## src/design/dgsp_pkg.sv

```systemverilog
// Shared types and constants for the dense-graph shortest-path block.
package dgsp_pkg;

	localparam int WEIGHT_W    = 16;
	localparam int DIST_W      = 20;
	localparam int FIELD_VW    = 4;
	localparam int MAX_RESULTS = 16;

	localparam logic [DIST_W-1:0] DIST_MAX = 20'hFFFFF;

	// Request kinds
	localparam logic KIND_LOAD = 1'b0;
	localparam logic KIND_RUN  = 1'b1;

	typedef struct packed {
		logic                kind;
		logic [FIELD_VW-1:0] row;
		logic [FIELD_VW-1:0] col;
		logic [WEIGHT_W-1:0] weight;
		logic [FIELD_VW-1:0] source;
	} item_t;

	typedef struct packed {
		logic [FIELD_VW-1:0] vertex;
		logic [DIST_W-1:0]   distance;
		logic                reachable;
		logic                last;
	} result_t;

	// Shared add/compare unit: sum = sat(a + b), compared against c
	typedef struct packed {
		logic [DIST_W-1:0]   a;
		logic [WEIGHT_W-1:0] b;
		logic [DIST_W-1:0]   c;
	} alu_req_t;

	typedef struct packed {
		logic [DIST_W-1:0] sum;
		logic              lt;
		logic              eq;
	} alu_rsp_t;

endpackage

```

## src/design/dgsp_alu.sv

```systemverilog
// Shared saturating adder and magnitude comparator used by selection and relaxation.
module dgsp_alu (
	input  dgsp_pkg::alu_req_t req,
	output dgsp_pkg::alu_rsp_t rsp
);

	logic [dgsp_pkg::DIST_W:0]   sum_wide;
	logic [dgsp_pkg::DIST_W-1:0] sum_sat;

	// Add with one guard bit, clamp to the largest distance
	always_comb begin
		sum_wide = {1'b0, req.a} + (dgsp_pkg::DIST_W + 1)'(req.b);
		if (sum_wide > {1'b0, dgsp_pkg::DIST_MAX}) begin
			sum_sat = dgsp_pkg::DIST_MAX;
		end else begin
			sum_sat = sum_wide[dgsp_pkg::DIST_W-1:0];
		end
	end

	assign rsp.sum = sum_sat;
	assign rsp.lt  = sum_sat < req.c;
	assign rsp.eq  = sum_sat == req.c;

endmodule

```

## src/design/dense_graph_shortest_paths_top.sv

```systemverilog
// Single-source shortest paths over an adjacency-matrix graph, one shared add/compare unit.
//
// A load request writes one edge weight (zero removes the edge). A run request with a source
// below NUM_VERTICES is followed by NUM_VERTICES-1 rounds; each round scans all vertices to
// pick the next one and, when the picked vertex is reachable, scans its matrix row to relax
// neighbors. A run is paced by the single read port of the distance store and the one
// add/compare unit. Results come out in vertex order, at most 16, the final one marked last.
// The request channel is stalled for the whole run. After reset the block sweeps the matrix
// to zero, one entry per cycle, with the request channel stalled.
module dense_graph_shortest_paths_top #(
	parameter int NUM_VERTICES = 16
) (
	input  logic              clk,
	input  logic              arst_n,
	input  logic              item_valid,
	output logic              item_stall,
	input  dgsp_pkg::item_t   item,
	output logic              result_valid,
	input  logic              result_stall,
	output dgsp_pkg::result_t result
);

	localparam int VW  = $clog2(NUM_VERTICES);
	localparam int MD  = NUM_VERTICES * NUM_VERTICES;
	localparam int AW  = $clog2(MD);
	localparam int CNT = (NUM_VERTICES < dgsp_pkg::MAX_RESULTS) ? NUM_VERTICES
		: dgsp_pkg::MAX_RESULTS;

	localparam logic [VW-1:0] LAST_V   = VW'(NUM_VERTICES - 1);
	localparam logic [VW-1:0] LAST_RND = VW'(NUM_VERTICES - 2);
	localparam logic [VW-1:0] LAST_OUT = VW'(CNT - 1);
	localparam logic [AW-1:0] LAST_A   = AW'(MD - 1);

	typedef enum logic [3:0] {
		ST_CLEAR,
		ST_IDLE,
		ST_PICK,
		ST_PICK_END,
		ST_SETTLE,
		ST_RELAX,
		ST_ROUND_END,
		ST_EMIT_RD,
		ST_EMIT_LD
	} state_t;

	state_t                        state_q;
	logic [AW-1:0]                 clr_q;
	logic [VW-1:0]                 idx_q;
	logic [VW-1:0]                 round_q;
	logic [VW-1:0]                 idx_s1;
	logic                          pick_s1;
	logic                          relax_s1;
	logic [NUM_VERTICES-1:0]       settled_q;
	logic [NUM_VERTICES-1:0]       reached_q;
	logic                          have_reached_q;
	logic [dgsp_pkg::DIST_W-1:0]   low_q;
	logic [VW-1:0]                 choice_q;
	logic                          res_valid_q;
	dgsp_pkg::result_t             res_q;

	// Memories
	logic [dgsp_pkg::WEIGHT_W-1:0] edge_mem [MD];
	logic [dgsp_pkg::WEIGHT_W-1:0] edge_rd_q;
	logic [dgsp_pkg::DIST_W-1:0]   dist_mem [NUM_VERTICES];
	logic [dgsp_pkg::DIST_W-1:0]   dist_rd_q;

	logic                          edge_we;
	logic [AW-1:0]                 edge_wa;
	logic [dgsp_pkg::WEIGHT_W-1:0] edge_wd;
	logic [AW-1:0]                 edge_ra;
	logic                          dist_we;
	logic [VW-1:0]                 dist_wa;
	logic [dgsp_pkg::DIST_W-1:0]   dist_wd;

	logic                          accept;
	logic                          load_ok;
	logic                          run_ok;
	logic                          relax_upd;
	logic                          pick_le;
	logic                          out_free;
	dgsp_pkg::alu_req_t            alu_req;
	dgsp_pkg::alu_rsp_t            alu_rsp;

	// Request decode
	assign item_stall = (state_q != ST_IDLE);
	assign accept     = item_valid && !item_stall;
	assign load_ok    = accept && (item.kind == dgsp_pkg::KIND_LOAD)
		&& (int'(item.row) < NUM_VERTICES) && (int'(item.col) < NUM_VERTICES);
	assign run_ok     = accept && (item.kind == dgsp_pkg::KIND_RUN)
		&& (int'(item.source) < NUM_VERTICES);

	// Shared unit: selection compares dist[v] to the running low, relaxation adds an edge
	always_comb begin
		if (relax_s1) begin
			alu_req = '{a: low_q, b: edge_rd_q, c: dist_rd_q};
		end else begin
			alu_req = '{a: dist_rd_q, b: '0, c: low_q};
		end
	end

	dgsp_alu u_dgsp_alu (
		.req (alu_req),
		.rsp (alu_rsp)
	);

	assign pick_le   = alu_rsp.lt || alu_rsp.eq;
	assign relax_upd = relax_s1 && !settled_q[idx_s1] && (edge_rd_q != '0)
		&& (!reached_q[idx_s1] || alu_rsp.lt);

	// Matrix port: sweep or load writes, row reads during relaxation
	always_comb begin
		edge_we = (state_q == ST_CLEAR) || load_ok;
		if (state_q == ST_CLEAR) begin
			edge_wa = clr_q;
			edge_wd = '0;
		end else begin
			edge_wa = AW'(item.row) * AW'(NUM_VERTICES) + AW'(item.col);
			edge_wd = item.weight;
		end
		edge_ra = AW'(choice_q) * AW'(NUM_VERTICES) + AW'(idx_q);
	end

	// Distance port: source seeds zero, relaxation writes new sums
	always_comb begin
		dist_we = run_ok || relax_upd;
		if (state_q == ST_IDLE) begin
			dist_wa = VW'(item.source);
			dist_wd = '0;
		end else begin
			dist_wa = idx_s1;
			dist_wd = alu_rsp.sum;
		end
	end

	always_ff @(posedge clk) begin
		if (edge_we) begin
			edge_mem[edge_wa] <= edge_wd;
		end
		edge_rd_q <= edge_mem[edge_ra];
	end

	always_ff @(posedge clk) begin
		if (dist_we) begin
			dist_mem[dist_wa] <= dist_wd;
		end
		dist_rd_q <= dist_mem[idx_q];
	end

	assign out_free = !res_valid_q || !result_stall;

	// Sequencer and result register
	always_ff @(posedge clk or negedge arst_n) begin
		if (!arst_n) begin
			state_q        <= ST_CLEAR;
			clr_q          <= '0;
			idx_q          <= '0;
			round_q        <= '0;
			idx_s1         <= '0;
			pick_s1        <= 1'b0;
			relax_s1       <= 1'b0;
			settled_q      <= '0;
			reached_q      <= '0;
			have_reached_q <= 1'b0;
			low_q          <= '0;
			choice_q       <= '0;
			res_valid_q    <= 1'b0;
			res_q          <= '0;
		end else begin
			pick_s1  <= (state_q == ST_PICK);
			relax_s1 <= (state_q == ST_RELAX);
			idx_s1   <= idx_q;

			// Result taken; the load state handles its own valid
			if (res_valid_q && !result_stall && (state_q != ST_EMIT_LD)) begin
				res_valid_q <= 1'b0;
			end

			// Selection step for the entry read last cycle
			if (pick_s1 && !settled_q[idx_s1]) begin
				if (reached_q[idx_s1]) begin
					if (!have_reached_q || pick_le) begin
						low_q          <= dist_rd_q;
						choice_q       <= idx_s1;
						have_reached_q <= 1'b1;
					end
				end else if (!have_reached_q) begin
					choice_q <= idx_s1;
				end
			end

			// Relaxation step for the entry read last cycle
			if (relax_upd) begin
				reached_q[idx_s1] <= 1'b1;
			end

			case (state_q)
				ST_CLEAR: begin
					clr_q <= clr_q + 1'b1;
					if (clr_q == LAST_A) begin
						state_q <= ST_IDLE;
					end
				end
				ST_IDLE: begin
					if (run_ok) begin
						settled_q      <= '0;
						reached_q      <= {{(NUM_VERTICES-1){1'b0}}, 1'b1} << item.source;
						idx_q          <= '0;
						round_q        <= '0;
						have_reached_q <= 1'b0;
						low_q          <= '0;
						choice_q       <= '0;
						state_q        <= ST_PICK;
					end
				end
				ST_PICK: begin
					if (idx_q == LAST_V) begin
						idx_q   <= '0;
						state_q <= ST_PICK_END;
					end else begin
						idx_q <= idx_q + 1'b1;
					end
				end
				ST_PICK_END: begin
					state_q <= ST_SETTLE;
				end
				ST_SETTLE: begin
					settled_q[choice_q] <= 1'b1;
					state_q <= have_reached_q ? ST_RELAX : ST_ROUND_END;
				end
				ST_RELAX: begin
					if (idx_q == LAST_V) begin
						idx_q   <= '0;
						state_q <= ST_ROUND_END;
					end else begin
						idx_q <= idx_q + 1'b1;
					end
				end
				ST_ROUND_END: begin
					idx_q <= '0;
					if (round_q == LAST_RND) begin
						state_q <= ST_EMIT_RD;
					end else begin
						round_q        <= round_q + 1'b1;
						have_reached_q <= 1'b0;
						low_q          <= '0;
						choice_q       <= '0;
						state_q        <= ST_PICK;
					end
				end
				ST_EMIT_RD: begin
					state_q <= ST_EMIT_LD;
				end
				ST_EMIT_LD: begin
					if (out_free) begin
						res_valid_q     <= 1'b1;
						res_q.vertex    <= dgsp_pkg::FIELD_VW'(idx_q);
						res_q.distance  <= reached_q[idx_q] ? dist_rd_q : '0;
						res_q.reachable <= reached_q[idx_q];
						res_q.last      <= (idx_q == LAST_OUT);
						if (idx_q == LAST_OUT) begin
							idx_q   <= '0;
							state_q <= ST_IDLE;
						end else begin
							idx_q   <= idx_q + 1'b1;
							state_q <= ST_EMIT_RD;
						end
					end
				end
				default: begin
					state_q <= ST_IDLE;
				end
			endcase
		end
	end

	assign result_valid = res_valid_q;
	assign result       = res_q;

endmodule

```

## config.mk

```make
export PLATFORM = sky130hd
export DESIGN_NAME = dense_graph_shortest_paths_top
export DESIGN_NICKNAME = d
export VERILOG_FILES = /design/src/design/dgsp_pkg.sv /design/src/design/dgsp_alu.sv /design/src/design/dense_graph_shortest_paths_top.sv
export SDC_FILE = /design/constraint.sdc
export NUM_CORES = 2
export LEC_CHECK = 0
export BUFFER_PORTS_ARGS = -buffer_cell sky130_fd_sc_hd__clkbuf_2
export CAP_MARGIN = 10
export CORE_ASPECT_RATIO = 0.75
export CORE_MARGIN = 4
export CORE_UTILIZATION = 25
export CTS_CLUSTER_DIAMETER = 200
export DETAILED_ROUTE_END_ITERATION = 7
export RECOVER_POWER = 100
export SLEW_MARGIN = 5
export SYNTH_ARGS = -nofsm -noshare
export SYNTH_HDL_FRONTEND = slang
export SYNTH_MEMORY_MAX_BITS = 65536
export SYNTH_SLANG_ARGS = --single-unit
```

## constraint.sdc

```tcl
create_clock -name clk -period 7 [get_ports clk]
set_input_delay 1.05 -clock clk [delete_from_list [all_inputs] [get_ports clk]]
set_output_delay 1.05 -clock clk [all_outputs]
set_load 0.01 [all_outputs]
```

==> flow_summary.json <==
{
  "areaGrowthSynthToFinish_pct": 14.5,
  "report.final.slew_viol_count": 2853,
  "coreArea_mm2": 0.715,
  "clock.fmax_mhz": 140,
  "ctsHoldBuffers": 1,
  "hold_path_class": "input port to flop",
  "r2r-start": "choice_q[1]$_DFF_PN0_",
  "grt_max_degree": 209,
  "min_from": "result_stall",
  "die_h_um": 741,
  "power_mw": 74.4,
  "yosysTopAreaCell": "edfxtp_1",
  "drv_cap": 63,
  "wl_per_cell_um": 28.7,
  "final.min_clock_period_ns": 7.16,
  "reg2reg_setup_slack_ns": -0.16,
  "placementRows": 269,
  "max-slew-margin-rel_pct": -221,
  "setup_slack_ns": -0.159,
  "cp_max_fo": 22,
  "post-place-ws_ns": 0.538,
  "critPathKind": "flop to flop",
  "antenna_found_initial": 52,
  "syn-num-nets": 8995,
  "clk_latency_ns": 1.01,
  "cts_resized": 0,
  "power_density_mw_per_mm2": 363,
  "hpwl_um": 336000,
  "synthTopCellsByArea": "edfxtp_1 74%, mux4_2 11%, mux2i_1 3.5%, dfrtp_1 1.5%, a221oi_1 1.1%",
  "layout_commonest_cell": "edfxtp_1",
  "start_kind": "flop",
  "fillCellCount": 70000,
  "crit_arrival_ns": 7.98,
  "cts_max_path_buffers": 4,
  "drt-pass1-iter-count": 8,
  "worst_slew_pin_slew_ns": 4.81,
  "synth.distinct_cells": 82,
  "leakage_nw": 62.2,
  "clkTransAtPathRegs_ns": 0.07,
  "layout.nets": 9384,
  "rr_endpoint": "edge_rd_q[1]$_DFF_P_",
  "violations": "max-capacitance violations, max-slew violations, negative setup slack",
  "cts_max_level": 5,
  "syn_area_per_cell_um2": 20.1,
  "die_area_mm2": 0.731,
  "postCtsSetupBuffers": 0,
  "worstHoldEndpoint": "result_valid$_DFF_PN0_",
  "period_share_pct": 102,
  "synth_edf_count": 4416,
  "hold_violations": 0,
  "first_iter_violations": 15400,
  "boundaryPins": 61,
  "gr-usage-all-layers_pct": 14.4,
  "final.setup_skew_ns": 0.0551,
  "clock_sinks": 4562,
  "cts_tree": "yes",
  "setup_viol": 1,
  "vias": 96000,
  "wl_um": 549000,
  "port_buffers": 60,
  "viasPerCell": 5.01,
  "endpoint_kind": "flop",
  "worst_ep_required_time_ns": 7.82,
  "route.detailed.drc": 0,
  "start_util_pct": 25.1,
  "synth_cells": 8921,
  "drive_gt1_share_pct": 21.3,
  "grt_pass1_wl_um": 756000,
  "ys_warn_count": 0,
  "cts-root-buf": "clkbuf_16",
  "synth_seq_cells": 4562,
  "whs_path_depth": 3,
  "first_global_vias": 90500,
  "synth-seq-area-share_pct": 75.9,
  "numCtsBuffers": 420,
  "peakVddDrop_uv": 346,
  "yosysTopAreaCellShare_pct": 74.0,
  "ys_async_sr_fraction_pct": 2.41,
  "die_x_um": 986,
  "reg2reg_depth": 7,
  "finalSetupTns_ns": -0.159,
  "synth_ff_type": "edfxtp_1",
  "grt_overflow": 0,
  "synth_area_mm2": 0.179,
  "rsz0062_at_grt": "false",
  "cp-startpoint": "choice_q[1]$_DFF_PN0_",
  "layout_common_cells": "4416 x edfxtp_1, 880 x mux4_2, 627 x mux2i_1",
  "gp_congestion": 0.886,
  "postRouteAntennaNets": 0,
  "status": "finished, violations left"
}
==> synthesized netlist by cell type (21+ instances only) <==
cell	count
a21oi_1	132
nand3_1	129
mux4_2	880
dfrtp_1	110
a31oi_1	27
o21ai_0	189
and2_1	42
mux2_2	31
a22o_1	23
nor2b_1	27
buf_4	72
a221oi_1	218
buf_6	91
a22oi_1	168
nand2_1	321
dfxtp_1	36
ha_1	40
o211ai_1	25
buf_1	40
edfxtp_1	4416
a21boi_1	21
nand4_1	47
buf_2	124
a41oi_1	22
mux2i_1	627
a221o_1	24
nand2b_1	25
nor3_1	49
nor4_1	28
nor2_1	385
o21ai_1	38
clkbuf_1	212
o22ai_1	28
==> per-layer routing <==
layer | vias up | GRT usage [%] | share of wire (%)
li1 | 37900 | - | -
met5 | - | 0 | 0.036
met3 | 946 | 4.56 | 13
met2 | 6031 | 20.0 | 42
met4 | 30 | 4.55 | 3.5
met1 | 51000 | 21.2 | 42
==> report_power, final <==
part           total [mW]  internal [mW]  switching [mW]
clock                22.7           12.4            10.3
combinational        17.7           5.77            11.9
sequential           34.0           33.5           0.535
total                74.4           51.7            22.7
==> per-stage QoR <==
stage | instance area [um2] | cells | hold slack [ns] | util (%)
after floorplan | 179000 | 8921 | 0.373 | -
after global placement | 193000 | 18400 | 0.468 | 27.0
after detailed placement | 193000 | 18400 | 0.471 | 27.0
after CTS | 206000 | 19100 | 0.392 | 28.8
after global routing | 205000 | 19100 | 0.430 | 28.7
final | 205000 | 19100 | 0.427 | 28.7
==> critical path: stages (launching register included) <==
cell and delay, ns:
dfrtp_1 1.54, nand2b_1 1.62, clkbuf_1 0.59, nor2_2 0.59, buf_16 0.24, a21boi_0 1.53, nor4_1 0.41, o2111ai_1 0.43
==> registers in the layout, indices dropped and copies added (netlist names), 4 cells and up <==
signal / count
edge_mem: 4096
dist_mem: 320
result: 26
dist_rd_q: 20
low_q: 20
edge_rd_q: 16
reached_q: 16
settled_q: 16
clr_q: 8
choice_q: 4
idx_q: 4
idx_s1: 4
round_q: 4
state_q: 4
==> cell type report <==
type,count,area (um2),area share [%]
inverter,16,75.1,0.0366
antenna,21,52.6,0.0256
tap,9485,11900,5.78
sequential,4562,136000,66.3
clock buffer,542,11100,5.41
timing repair buffer,506,3480,1.70
clock inverter,210,2070,1.01
multi-input combinational,3804,40400,19.7
==> how the worst max path moves through the flow <==
stage | slack [ns] | endpoint | cells past startpoint
floorplan | 0.49 | dist_mem[10][0]$_DFFE_PP_ | 21
global placement | 0.52 | dist_mem[7][4]$_DFFE_PP_ | 19
detailed placement | 0.54 | dist_mem[7][4]$_DFFE_PP_ | 19
CTS | 0.52 | dist_mem[7][1]$_DFFE_PP_ | 19
global route | 0.03 | edge_mem[106][14]$_DFFE_PP_ | 7
finish | -0.16 | edge_rd_q[1]$_DFF_P_ | 7
==> cells by family (layout without fill, tap and decap cells) <==
group | count (synthesis) | after routing | share of synthesized area (%)
and+or+nand+nor | 1130 | 1130 | 2.89
adders and majority gates | 41 | 41 | 0.290
DFF | 4562 | 4562 | 75.9
buffers and inverters | 555 | 1274 | 1.78
xor gates and xnor gates | 20 | 20 | 0.0977
other | 0 | 21 | 0
muxes | 1538 | 1538 | 14.8
AOI/OAI and AO/OA | 1075 | 1075 | 4.25
No activity file was read; power rests on OpenSTA's default activity.
